`src/hdl/csq_pkg.sv`:
```
// ----------------------------------------------------------------------------
// csq_pkg
// Shared types and constants for the counting semaphore with FIFO wait queue.
// ----------------------------------------------------------------------------
package csq_pkg;

  localparam int QUEUE_DEPTH_DEF    = 16;
  localparam int THREAD_ID_BITS_DEF = 8;

  localparam int OP_W     = 2;
  localparam int ID_W     = 8;
  localparam int INIT_W   = 15;
  localparam int STATUS_W = 2;
  localparam int ACTION_W = 2;
  localparam int COUNT_W  = 16;

  localparam logic [COUNT_W-1:0] COUNT_MAX = 16'd32767;

  typedef enum logic [OP_W-1:0] {
    OP_OPEN   = 2'd0,
    OP_WAIT   = 2'd1,
    OP_SIGNAL = 2'd2,
    OP_CLOSE  = 2'd3
  } opcode_t;

  typedef enum logic [STATUS_W-1:0] {
    ST_OK        = 2'd0,
    ST_CLOSED    = 2'd1,
    ST_FULL      = 2'd2,
    ST_SATURATED = 2'd3
  } status_t;

  typedef enum logic [ACTION_W-1:0] {
    ACT_NONE     = 2'd0,
    ACT_BLOCKED  = 2'd1,
    ACT_RELEASED = 2'd2
  } action_t;

  typedef enum logic [1:0] {
    S_IDLE,
    S_EXEC,
    S_DRAIN
  } state_t;

  // controller -> datapath
  typedef struct packed {
    logic    capture;     // latch the incoming word
    logic    load;        // count <= initial_count
    logic    dec;
    logic    inc;
    logic    push;
    logic    pop;
    logic    rewind;      // head, tail and total back to zero
    logic    set_closed;
    logic    clr_closed;
    logic    emit;        // issue a result word
    status_t status;
    action_t action;
    logic    use_id;      // released_id from the queue head
    logic    last;
  } dp_cmd_t;

  // datapath -> controller
  typedef struct packed {
    logic closed;
    logic cnt_nonpos;
    logic cnt_neg;
    logic cnt_max;
    logic full;
    logic empty;
    logic one_left;
  } dp_flags_t;

endpackage

```
`src/hdl/csq_dp.sv`:
```
// ----------------------------------------------------------------------------
// csq_dp
// Datapath: semaphore count, closed flag, waiter queue and result register.
// ----------------------------------------------------------------------------
module csq_dp #(
  parameter int QUEUE_DEPTH    = csq_pkg::QUEUE_DEPTH_DEF,
  parameter int THREAD_ID_BITS = csq_pkg::THREAD_ID_BITS_DEF
) (
  input  logic                            clk,
  input  logic                            rst,
  input  csq_pkg::dp_cmd_t                cmd,
  output csq_pkg::dp_flags_t              flags,
  input  logic [csq_pkg::ID_W-1:0]        thread_id,
  input  logic [csq_pkg::INIT_W-1:0]      initial_count,
  output logic                            done,
  output logic [csq_pkg::STATUS_W-1:0]    status,
  output logic [csq_pkg::ACTION_W-1:0]    action,
  output logic [csq_pkg::ID_W-1:0]        released_id,
  output logic                            last
);

  localparam int PTR_W = (QUEUE_DEPTH > 1) ? $clog2(QUEUE_DEPTH) : 1;
  localparam int CNT_W = $clog2(QUEUE_DEPTH + 1);

  logic [csq_pkg::COUNT_W-1:0] count;
  logic                        closed;
  logic [PTR_W-1:0]            head;
  logic [PTR_W-1:0]            tail;
  logic [CNT_W-1:0]            total;
  logic [PTR_W-1:0]            head_next;
  logic [THREAD_ID_BITS-1:0]   mem [QUEUE_DEPTH];
  logic [THREAD_ID_BITS-1:0]   rd_data;
  logic [THREAD_ID_BITS-1:0]   tid_q;
  logic [csq_pkg::INIT_W-1:0]  init_q;
  logic [15:0]                 tid_wide;
  logic [15:0]                 rd_wide;

  function automatic logic [PTR_W-1:0] next_slot(input logic [PTR_W-1:0] p);
    next_slot = (p == PTR_W'(QUEUE_DEPTH - 1)) ? '0 : p + PTR_W'(1);
  endfunction

  assign tid_wide = 16'(thread_id);
  assign rd_wide  = 16'(rd_data);

  // read address follows the head as it will be, so rd_data tracks the oldest waiter
  always_comb begin
    if (cmd.rewind) begin
      head_next = '0;
    end else if (cmd.pop) begin
      head_next = next_slot(head);
    end else begin
      head_next = head;
    end
  end

  always_comb begin
    flags.closed     = closed;
    flags.cnt_neg    = count[csq_pkg::COUNT_W-1];
    flags.cnt_nonpos = count[csq_pkg::COUNT_W-1] | (count == '0);
    flags.cnt_max    = (count == csq_pkg::COUNT_MAX);
    flags.full       = (total == CNT_W'(QUEUE_DEPTH));
    flags.empty      = (total == '0);
    flags.one_left   = (total == CNT_W'(1));
  end

  always_ff @(posedge clk) begin
    if (cmd.push) begin
      mem[tail] <= tid_q;
    end
    rd_data <= mem[head_next];
  end

  always_ff @(posedge clk) begin
    if (cmd.capture) begin
      tid_q  <= tid_wide[THREAD_ID_BITS-1:0];
      init_q <= initial_count;
    end
  end

  always_ff @(posedge clk) begin
    if (rst) begin
      count  <= '0;
      closed <= 1'b0;
      head   <= '0;
      tail   <= '0;
      total  <= '0;
    end else begin
      if (cmd.load) begin
        count <= {1'b0, init_q};
      end else if (cmd.dec) begin
        count <= count - 16'd1;
      end else if (cmd.inc) begin
        count <= count + 16'd1;
      end

      if (cmd.set_closed) begin
        closed <= 1'b1;
      end else if (cmd.clr_closed) begin
        closed <= 1'b0;
      end

      head <= head_next;

      if (cmd.rewind) begin
        tail <= '0;
      end else if (cmd.push) begin
        tail <= next_slot(tail);
      end

      if (cmd.rewind) begin
        total <= '0;
      end else if (cmd.push) begin
        total <= total + CNT_W'(1);
      end else if (cmd.pop) begin
        total <= total - CNT_W'(1);
      end
    end
  end

  // result word register
  always_ff @(posedge clk) begin
    if (rst) begin
      done <= 1'b0;
    end else begin
      done <= cmd.emit;
    end
  end

  always_ff @(posedge clk) begin
    status      <= cmd.status;
    action      <= cmd.action;
    released_id <= cmd.use_id ? rd_wide[csq_pkg::ID_W-1:0] : '0;
    last        <= cmd.last;
  end

endmodule

```
`src/hdl/csq_ctrl.sv`:
```
// ----------------------------------------------------------------------------
// csq_ctrl
// Controller: accepts a request word, decodes it against datapath flags and
// sequences the drain of the wait queue on close.
// ----------------------------------------------------------------------------
module csq_ctrl (
  input  logic                       clk,
  input  logic                       rst,
  input  logic                       start,
  input  logic [csq_pkg::OP_W-1:0]   opcode,
  output logic                       busy,
  output csq_pkg::dp_cmd_t           cmd,
  input  csq_pkg::dp_flags_t         flags
);

  csq_pkg::state_t  state;
  csq_pkg::state_t  state_next;
  csq_pkg::opcode_t op;
  csq_pkg::opcode_t op_next;

  always_ff @(posedge clk) begin
    if (rst) begin
      state <= csq_pkg::S_IDLE;
      op    <= csq_pkg::OP_OPEN;
    end else begin
      state <= state_next;
      op    <= op_next;
    end
  end

  always_comb begin
    state_next     = state;
    op_next        = op;
    busy           = (state != csq_pkg::S_IDLE);
    cmd            = '0;
    cmd.status     = csq_pkg::ST_OK;
    cmd.action     = csq_pkg::ACT_NONE;
    cmd.last       = 1'b1;

    case (state)
      csq_pkg::S_IDLE: begin
        if (start) begin
          cmd.capture = 1'b1;
          op_next     = csq_pkg::opcode_t'(opcode);
          state_next  = csq_pkg::S_EXEC;
        end
      end

      csq_pkg::S_EXEC: begin
        state_next = csq_pkg::S_IDLE;
        cmd.emit   = 1'b1;
        if (op == csq_pkg::OP_OPEN) begin
          if (!flags.empty) begin
            cmd.status = csq_pkg::ST_FULL;
          end else begin
            cmd.load       = 1'b1;
            cmd.rewind     = 1'b1;
            cmd.clr_closed = 1'b1;
          end
        end else if (flags.closed) begin
          cmd.status = csq_pkg::ST_CLOSED;
        end else begin
          case (op)
            csq_pkg::OP_WAIT: begin
              if (flags.cnt_nonpos) begin
                if (flags.full) begin
                  cmd.status = csq_pkg::ST_FULL;
                end else begin
                  cmd.dec    = 1'b1;
                  cmd.push   = 1'b1;
                  cmd.action = csq_pkg::ACT_BLOCKED;
                end
              end else begin
                cmd.dec = 1'b1;
              end
            end
            csq_pkg::OP_SIGNAL: begin
              if (flags.cnt_max) begin
                cmd.status = csq_pkg::ST_SATURATED;
              end else begin
                cmd.inc = 1'b1;
                // count still not positive after the increment
                if (flags.cnt_neg && !flags.empty) begin
                  cmd.pop    = 1'b1;
                  cmd.action = csq_pkg::ACT_RELEASED;
                  cmd.use_id = 1'b1;
                end
              end
            end
            csq_pkg::OP_CLOSE: begin
              cmd.set_closed = 1'b1;
              if (!flags.empty) begin
                cmd.emit   = 1'b0;
                state_next = csq_pkg::S_DRAIN;
              end
            end
            default: begin
              cmd.emit = 1'b1;
            end
          endcase
        end
      end

      csq_pkg::S_DRAIN: begin
        cmd.emit   = 1'b1;
        cmd.pop    = 1'b1;
        cmd.action = csq_pkg::ACT_RELEASED;
        cmd.use_id = 1'b1;
        cmd.last   = flags.one_left;
        if (flags.one_left) begin
          cmd.rewind = 1'b1;
          state_next = csq_pkg::S_IDLE;
        end
      end

      default: begin
        state_next = csq_pkg::S_IDLE;
      end
    endcase
  end

endmodule

```
`src/hdl/counting_semaphore_wait_queue_unit.sv`:
```
// ----------------------------------------------------------------------------
// counting_semaphore_wait_queue_unit
// Counting semaphore with a FIFO queue of blocked thread ids.
// ----------------------------------------------------------------------------
// A request word is taken when start is high and busy is low. Open, wait,
// signal and close on an empty queue give one result word, held on the
// result ports for a single cycle with done high, registered from the
// execute state; the receiver cannot stall, so it must capture every word
// marked by done. Close with N waiters gives N words on consecutive cycles,
// oldest waiter first, the final one with last set; busy stays high until
// the last of them has been issued. The controller decodes each request in
// its execute state, and during a drain the queue memory delivers one entry
// per cycle.
module counting_semaphore_wait_queue_unit #(
  parameter int QUEUE_DEPTH    = csq_pkg::QUEUE_DEPTH_DEF,
  parameter int THREAD_ID_BITS = csq_pkg::THREAD_ID_BITS_DEF
) (
  input  logic                         clk,
  input  logic                         rst,
  input  logic                         start,
  output logic                         busy,
  input  logic [csq_pkg::OP_W-1:0]     opcode,
  input  logic [csq_pkg::ID_W-1:0]     thread_id,
  input  logic [csq_pkg::INIT_W-1:0]   initial_count,
  output logic                         done,
  output logic [csq_pkg::STATUS_W-1:0] status,
  output logic [csq_pkg::ACTION_W-1:0] action,
  output logic [csq_pkg::ID_W-1:0]     released_id,
  output logic                         last
);

  csq_pkg::dp_cmd_t   cmd;
  csq_pkg::dp_flags_t flags;

  csq_ctrl u_ctrl (
    .clk    (clk),
    .rst    (rst),
    .start  (start),
    .opcode (opcode),
    .busy   (busy),
    .cmd    (cmd),
    .flags  (flags)
  );

  csq_dp #(
    .QUEUE_DEPTH    (QUEUE_DEPTH),
    .THREAD_ID_BITS (THREAD_ID_BITS)
  ) u_dp (
    .clk           (clk),
    .rst           (rst),
    .cmd           (cmd),
    .flags         (flags),
    .thread_id     (thread_id),
    .initial_count (initial_count),
    .done          (done),
    .status        (status),
    .action        (action),
    .released_id   (released_id),
    .last          (last)
  );

endmodule

```
`config.mk`:
```
export PLATFORM = sky130hd
export DESIGN_NAME = counting_semaphore_wait_queue_unit
export DESIGN_NICKNAME = d
export VERILOG_FILES = /design/src/hdl/csq_pkg.sv /design/src/hdl/csq_dp.sv /design/src/hdl/csq_ctrl.sv /design/src/hdl/counting_semaphore_wait_queue_unit.sv
export SDC_FILE = /design/constraint.sdc
export NUM_CORES = 1
export LEC_CHECK = 0
export ABC_AREA = 1
export BUFFER_PORTS_ARGS = -buffer_cell sky130_fd_sc_hd__buf_2
export CAP_MARGIN = 40
export CORE_MARGIN = 4
export CORE_UTILIZATION = 55
export CTS_BUF_LIST = sky130_fd_sc_hd__clkbuf_4 sky130_fd_sc_hd__clkbuf_8
export CTS_CLUSTER_SIZE = 25
export DETAILED_ROUTE_END_ITERATION = 10
export GPL_TIMING_DRIVEN = 0
export HOLD_SLACK_MARGIN = 0.08
export PLACE_DENSITY = 0.75
export SYNTH_ARGS = -nofsm -noshare
export SYNTH_HDL_FRONTEND = slang
export SYNTH_HIERARCHICAL = 1
export SYNTH_SLANG_ARGS = --single-unit
```
`constraint.sdc`:
```
create_clock -name clk -period 3 [get_ports clk]
set_clock_uncertainty 0.05 [all_clocks]
set_input_delay 0.45 -clock clk [delete_from_list [all_inputs] [get_ports clk]]
set_output_delay 0.45 -clock clk [all_outputs]
set_load 0.01 [all_outputs]
```
==> results of run 1 <==
-- sequential cells by signal (all words and copies together) (netlist names), 4 cells and up --
| name | flops |
|---|---|
| u_dp/count | 16 |
| u_dp/head | 4 |
| u_dp/init_q | 15 |
| u_dp/mem | 128 |
| u_dp/rd_data | 8 |
| u_dp/released_id | 8 |
| u_dp/tail | 4 |
| u_dp/tid_q | 8 |
| u_dp/total | 5 |
-- cell families (layout without fill, tap and decap cells) --
kind of cell	count (synthesis)	in the layout	share of synthesized area (%)
adder cells (fa/ha/maj)	32	32	4.15
flip-flops	207	207	57.6
buffers and inverters	172	317	7.98
AND/OR/NAND/NOR	564	564	26.3
AO/OA/AOI/OAI	63	63	3.63
XOR/XNOR	4	4	0.357
-- cell type report --
| cell class | count | area [um^2] |
|---|---|---|
| plain buffers | 42 | 357 |
| clock buffers | 56 | 696 |
| clock inverters | 9 | 70.1 |
| inverters | 130 | 490 |
| flip-flops and latches | 207 | 5680 |
| multi-input cells | 663 | 3640 |
| repair buffers | 80 | 569 |
| well taps | 225 | 282 |
| fillers | 1330 | 5630 |
-- report_power, final --
| part | total, uW | switching (uW) | internal (uW) |
|---|---|---|---|
| Clock | 2660 | 1100 | 1560 |
| Combinational | 933 | 582 | 351 |
| Sequential | 3310 | 112 | 3200 |
| Total | 6900 | 1790 | 5110 |
-- synthesized netlist by cell type --
library cell  number
nor2_1            54
nand3b_1          35
xnor2_1            2
nand2_1          285
inv_1            119
a41o_1             1
nand3_2            3
nand2_2            3
o21ai_0            9
nor2_4             3
inv_2              9
a211oi_1           4
nor3_1             7
a21oi_2            1
nor4_1             4
nand3_1          148
o21ai_1            1
o32ai_1            1
buf_4              9
clkinv_1           1
buf_6             10
nor2_2             1
o21ai_2            1
edfxtp_1         151
nand4_1            9
nand4_2            1
ha_1              31
buf_8              1
clkbuf_1           9
inv_4              1
and2_1             3
o211ai_1           2
or2_2              5
a31oi_1            5
a21oi_1           37
fa_1               1
nor3_4             2
xor2_1             2
buf_2             13
a311oi_1           1
dfxtp_1           56
nor3_2             1
-- worst max-delay path: cells and delay by family, from the launching register on --
family | cells | cell delay, ns
simple gates | 10 | 0.99
compound gates | 1 | 0.17
flops | 1 | 0.35
fa+ha+maj | 1 | 0.23
buf+inv | 7 | 0.98
-- worst paths after layout --
kind	start	endpoint	slack [ns]	cells past startpoint
setup / recovery	u_ctrl/op[1]	u_dp/rd_data[2]	0.11	19
hold / removal	opcode[1]	u_ctrl/op[1]	0.19	3
setup reg to reg	u_ctrl/op[1]	u_dp/rd_data[2]	0.11	19
hold reg to reg	u_dp/rd_data[5]	u_dp/released_id[5]	0.36	2
-- repair_timing --
item	in CTS	in global routing
pin swaps	1	12
hold endpoints to repair	23	0
hold buffers	23	0
gates resized for setup	32	76
setup endpoints to repair	105	125
setup buffers	2	11
-- per-stage QoR --
stage | hold slack, ns | power (uW) | area [um^2] | worst slack (ns)
global route | 0.203 | 7210 | 11800 | -0.0410
detailed placement | 0.345 | 4160 | 10300 | -0.257
CTS | 0.173 | 6850 | 11500 | -0.00155
global placement | 0.344 | 4140 | 10300 | -0.351
floorplan | 0.336 | 3880 | 9830 | 0.0968
finish | 0.195 | 6900 | 11800 | 0.107
-- placed cells by master (no fill, tap or decap), drive strengths merged, types with 2 or more instances in the layout --
cell type	synthesis	layout
a211oi	4	4
a21oi	38	38
a31oi	5	5
and2	3	3
buf	33	88
clkbuf	9	67
clkinv	1	7
clkinvlp	0	2
dfxtp	56	56
dlygate4sd3	0	23
edfxtp	151	151
ha	31	31
inv	129	129
nand2	288	288
nand3	151	151
nand3b	35	35
nand4	10	10
nor2	58	58
nor3	10	10
nor4	4	4
o211ai	2	2
o21ai	11	11
or2	5	5
xnor2	2	2
xor2	2	2
-- metal layers --
| metal | vias to the layer above | track usage [%] | routed length [um] |
|---|---|---|---|
| li1 | 3723 | - | - |
| met1 | 3570 | 34.5 | 10300 |
| met2 | 321 | 35.7 | 11000 |
| met3 | 46 | 4.31 | 2010 |
| met4 | 0 | 7.32 | 505 |
| met5 | - | 0 | 0 |
==> flow_summary.toml, run 1 <==
[floorplanning]
die_w_um = 142
core-area_mm2 = 0.0174
start_util_pct = 56.4
die-area_mm2 = 0.0201
io_pins = 43
rows = 48
die_h_um = 142

[sta]
fin_crit_ns = 2.89
hold_viol_final = 0
setup_viol_count_final = 0
worst_pin_slew_ns = 0.885
timing.fmax_ghz = 0.346
slew_viol_final = 0
setup_tns_ns = 0
grt_setup_unrepaired = "true"
period_share_pct = 96.4
maxSlewHeadroom_pct = 40.8

[finish]
antenna_cells = 0
drive_gt1_share_pct = 20.3
fin_cells = 1412
fin_util_pct = 67.7
area.growth.synth_to_final_pct = 19.9
fin_nets = 1220

[route]
drtIter0Drc = 832
vias_per_cell = 5.42
wl_mm = 23.9
vias = 7660
drcViolationCount = 0
routedWlPerCell_um = 16.9
dr.pass1.iters = 5
ant_nets = 0

[placed_design]
io_buffers = 42
place.gp.congestion = 0.898
placed_cells = 1311
dp_hpwl_mm = 15.5

[synth]
yosys.cell_types.count = 42
yosys_warnings = 6
syn-cell-area_mm2 = 0.00983
yosysSeqAreaShare_pct = 57.6
post-synth-top-area-cell = "edfxtp_1"
ys_ff_latch = 207
yosys.area.top_type_share_pct = 46.1
syn_nets = 1102
syn-mean-instance-area_um2 = 9.43
yosys-top-cells-area = "edfxtp_1, dfxtp_1, nand2_1"
synth_cells = 1042

[worst_setup_path]
critPathRequiredTime_ns = 3.35
worst_setup_path_start_kind = "flop"
worstPathCellList = "inv_1 -> ha_2 -> nor2_4 -> buf_4 -> nand3_2 -> a21oi_4 -> buf_4 -> buf_6 -> nand3_2 -> inv_2 -> nand2_2 -> buf_6 -> clkbuf_4 -> nand3_1 -> nand2_1 -> nand2_1 -> nand3_1 -> nand3_1 -> nand2_1"
worstPathMaxFanout = 10
crit_arrival_ns = 3.25
critical_path.endpoint_type = "flop"
max_stage_delay_ns = 0.35
cpMaxStageDelayCell = "dfxtp_1"
critical_path_class = "reg -> reg"

[cts]
cts_num_sinks = 207
cts-buffers-inserted = 36
ctsHtreeMaxLevel = 2
clock_path_buffers = 3
clk_pin_slew_ns = 0.06
cts_root_buf = "clkbuf_8"
cts_tree = "yes"
clock_latency_ns = 0.53

[global_route]
grt_overflow = 0
grt_use_total_pct = 23.5
grt_max_degree = 25
antenna_found_initial = 0
grt_pass1_vias = 7057
grt_pass1_wl_mm = 36.6

[power_and_ir_drop]
ir_drop_uv = 351
powerDensity_mw_per_mm2 = 586
p_leak_uw = 0.00508

[flow_run]
cap_violations = 0

[min_path]
hold_path_class = "in -> reg"

[run_status]
outcome = "completed"
Power figures use the tool's default switching activity.
==> inputs of run 2 (changes only) <==
Settings changed: ABC_CLOCK_PERIOD_IN_PS set to 3800, CAP_MARGIN 40 to not set, PLACE_DENSITY 0.75 to 0.72.
Clock period 3 ns to 3.8 ns, I/O delays scaled along.
==> flow_summary.toml, run 2 (synthesis results as in run 1) <==
[run_status]
outcome = "completed"

[sta]
setup_viol_count_final = 0
hold_viol_final = 0
holdWs_ns = 0.184
worst_pin_slew_ns = 0.903
period_share_pct = 88.7
fin_crit_ns = 3.37
timing.fmax_ghz = 0.297
grt_setup_unrepaired = "false"
slew_viol_final = 0
maxSlewHeadroom_pct = 39.6
setup_ws_ns = 0.428

[global_route]
antenna_found_initial = 0
grt_pass1_vias = 6942
grt_pass1_wl_mm = 35.9
grt_max_degree = 25
grt_overflow = 0
grt_use_total_pct = 23.0

[finish]
fillCellCount = 1468
drive_gt1_share_pct = 14.5
fin_nets = 1183
final_common_cell = "nand2_1"
largest-register = "u_dp/mem"
reg_top3 = "u_dp/mem (128), u_dp/count (16), u_dp/init_q (15)"
layout_common_cells = "nand2_1, edfxtp_1, nand3_1, inv_1, dfxtp_1"
fin_cells = 1373
regArea_mm2 = 0.00566
antenna_cells = 0
largest_register_ffs = 128
area.growth.synth_to_final_pct = 12.5
multi_input_area_mm2 = 0.00339

[power_and_ir_drop]
p_sw_share_pct = 25.8
powerDensity_mw_per_mm2 = 473
clkPwrFrac_pct = 37.9
power_frac_seq_pct = 50.0
p_int_uw = 3880
ir_drop_uv = 305
p_leak_uw = 0.00476
combPwrFrac_pct = 12.1
switching_power_uw = 1350

[cts]
cts.repair.resized = 0
ctsHtreeMaxLevel = 2
post-cts-setup-buffer-count = 0
clock_latency_ns = 0.51
clock_path_buffers = 3
clk_pin_slew_ns = 0.06
cts_tree = "yes"
cts_root_buf = "clkbuf_8"
cts-buffers-inserted = 36
hold_buffers = 0
cts_num_sinks = 207

[floorplanning]
start_util_pct = 56.4
die_h_um = 142
die_w_um = 142
die-area_mm2 = 0.0201
rows = 48
core-area_mm2 = 0.0174
io_pins = 43

[worst_setup_path]
critical_path.endpoint_type = "flop"
worstPathCellList = "nor4_1 -> a41o_1 -> inv_1 -> nor2_1 -> nand4_2 -> inv_1 -> clkbuf_1 -> nand2_1 -> nor2_1"
cpMaxStageDelayCell = "nor2_1"
worst_setup_path_start_kind = "flop"
critPathRequiredTime_ns = 3.88
crit_arrival_ns = 3.45
path_delay_family = "simple AND/OR/NAND/NOR gates"
critPathBufInv = 3
critical_path_class = "reg -> reg"
worstPathMaxFanout = 10
max_stage_delay_ns = 0.70

[route]
drtIter0Drc = 643
routedWlPerCell_um = 16.6
wl_mm = 22.7
dr.pass1.iters = 5
ant_nets = 0
vias_per_cell = 5.40
drcViolationCount = 0
vias = 7411

[placed_design]
io_buffers = 42
dp_hpwl_mm = 15.5
place.gp.congestion = 0.910
place_ws_ns = 0.525
placed_cells = 1310

[flow_run]
cap_violations = 0

[min_path]
hold_path_class = "in -> reg"
==> run 2: cell types whose count changed in the layout (fill, tap and decap cells not counted), moves of 5 or more <==
cell	before	now
nand3_2	18	3
dlygate4sd3_1	23	0
nor2_1	40	54
buf_2	46	55
clkbuf_8	44	39
buf_4	24	9
nor2_4	15	3
dfxtp_2	7	0
nand3_1	133	148
dfxtp_1	46	56
==> run 2: final timing paths <==
| path | cells past startpoint | start | endpoint | slack [ns] |
|---|---|---|---|---|
| max | 9 | u_dp/count[3] | u_dp/mem[10][1] | 0.43 |
| min | 1 | thread_id[2] | u_dp/tid_q[2] | 0.18 |
| max reg2reg | 9 | u_dp/count[3] | u_dp/mem[10][1] | 0.43 |
| min reg2reg | 2 | u_dp/rd_data[6] | u_dp/released_id[6] | 0.36 |
==> run 2: stage by stage <==
stage                     setup TNS, ns  area (um^2)  utilization, %  power (uW)
after global routing                  0        11000            63.4        5460
after global placement            -1.10        10300            59.2        3270
after floorplan                       0         9830               -        3060
final                                 0        11000            63.4        5230
after CTS                             0        11000            63.4        5260
after detailed placement              0        10300            59.3        3280
==> run 2: per-layer routing <==
layer | GRT usage [%] | share of wire, % | up-vias
li1 | - | - | 3636
met4 | 8.38 | 2.7 | 0
met2 | 34.1 | 43 | 294
met1 | 33.8 | 46 | 3426
met5 | 0 | 0 | -
met3 | 4.65 | 8.1 | 55
==> run 2: layout make-up <==
type | count | share of cell area (%)
plain buffers | 42 | 2.66
inverters | 130 | 4.44
flip-flops and latches | 207 | 51.2
clock buffers | 52 | 5.74
well taps | 225 | 2.55
multi-input cells | 663 | 30.7
clock inverters | 11 | 0.713
repair buffers | 43 | 2.04
==> run 2: power groups by stage <==
stage          clock, uW  sequential (uW)  combinational, uW
6_report            1980             2610                634
3_3_place_gp           0             2660                610
4_1_cts             2020             2610                626
2_1_floorplan          0             2620                440
3_5_place_dp           0             2660                621
5_1_grt             2140             2620                705
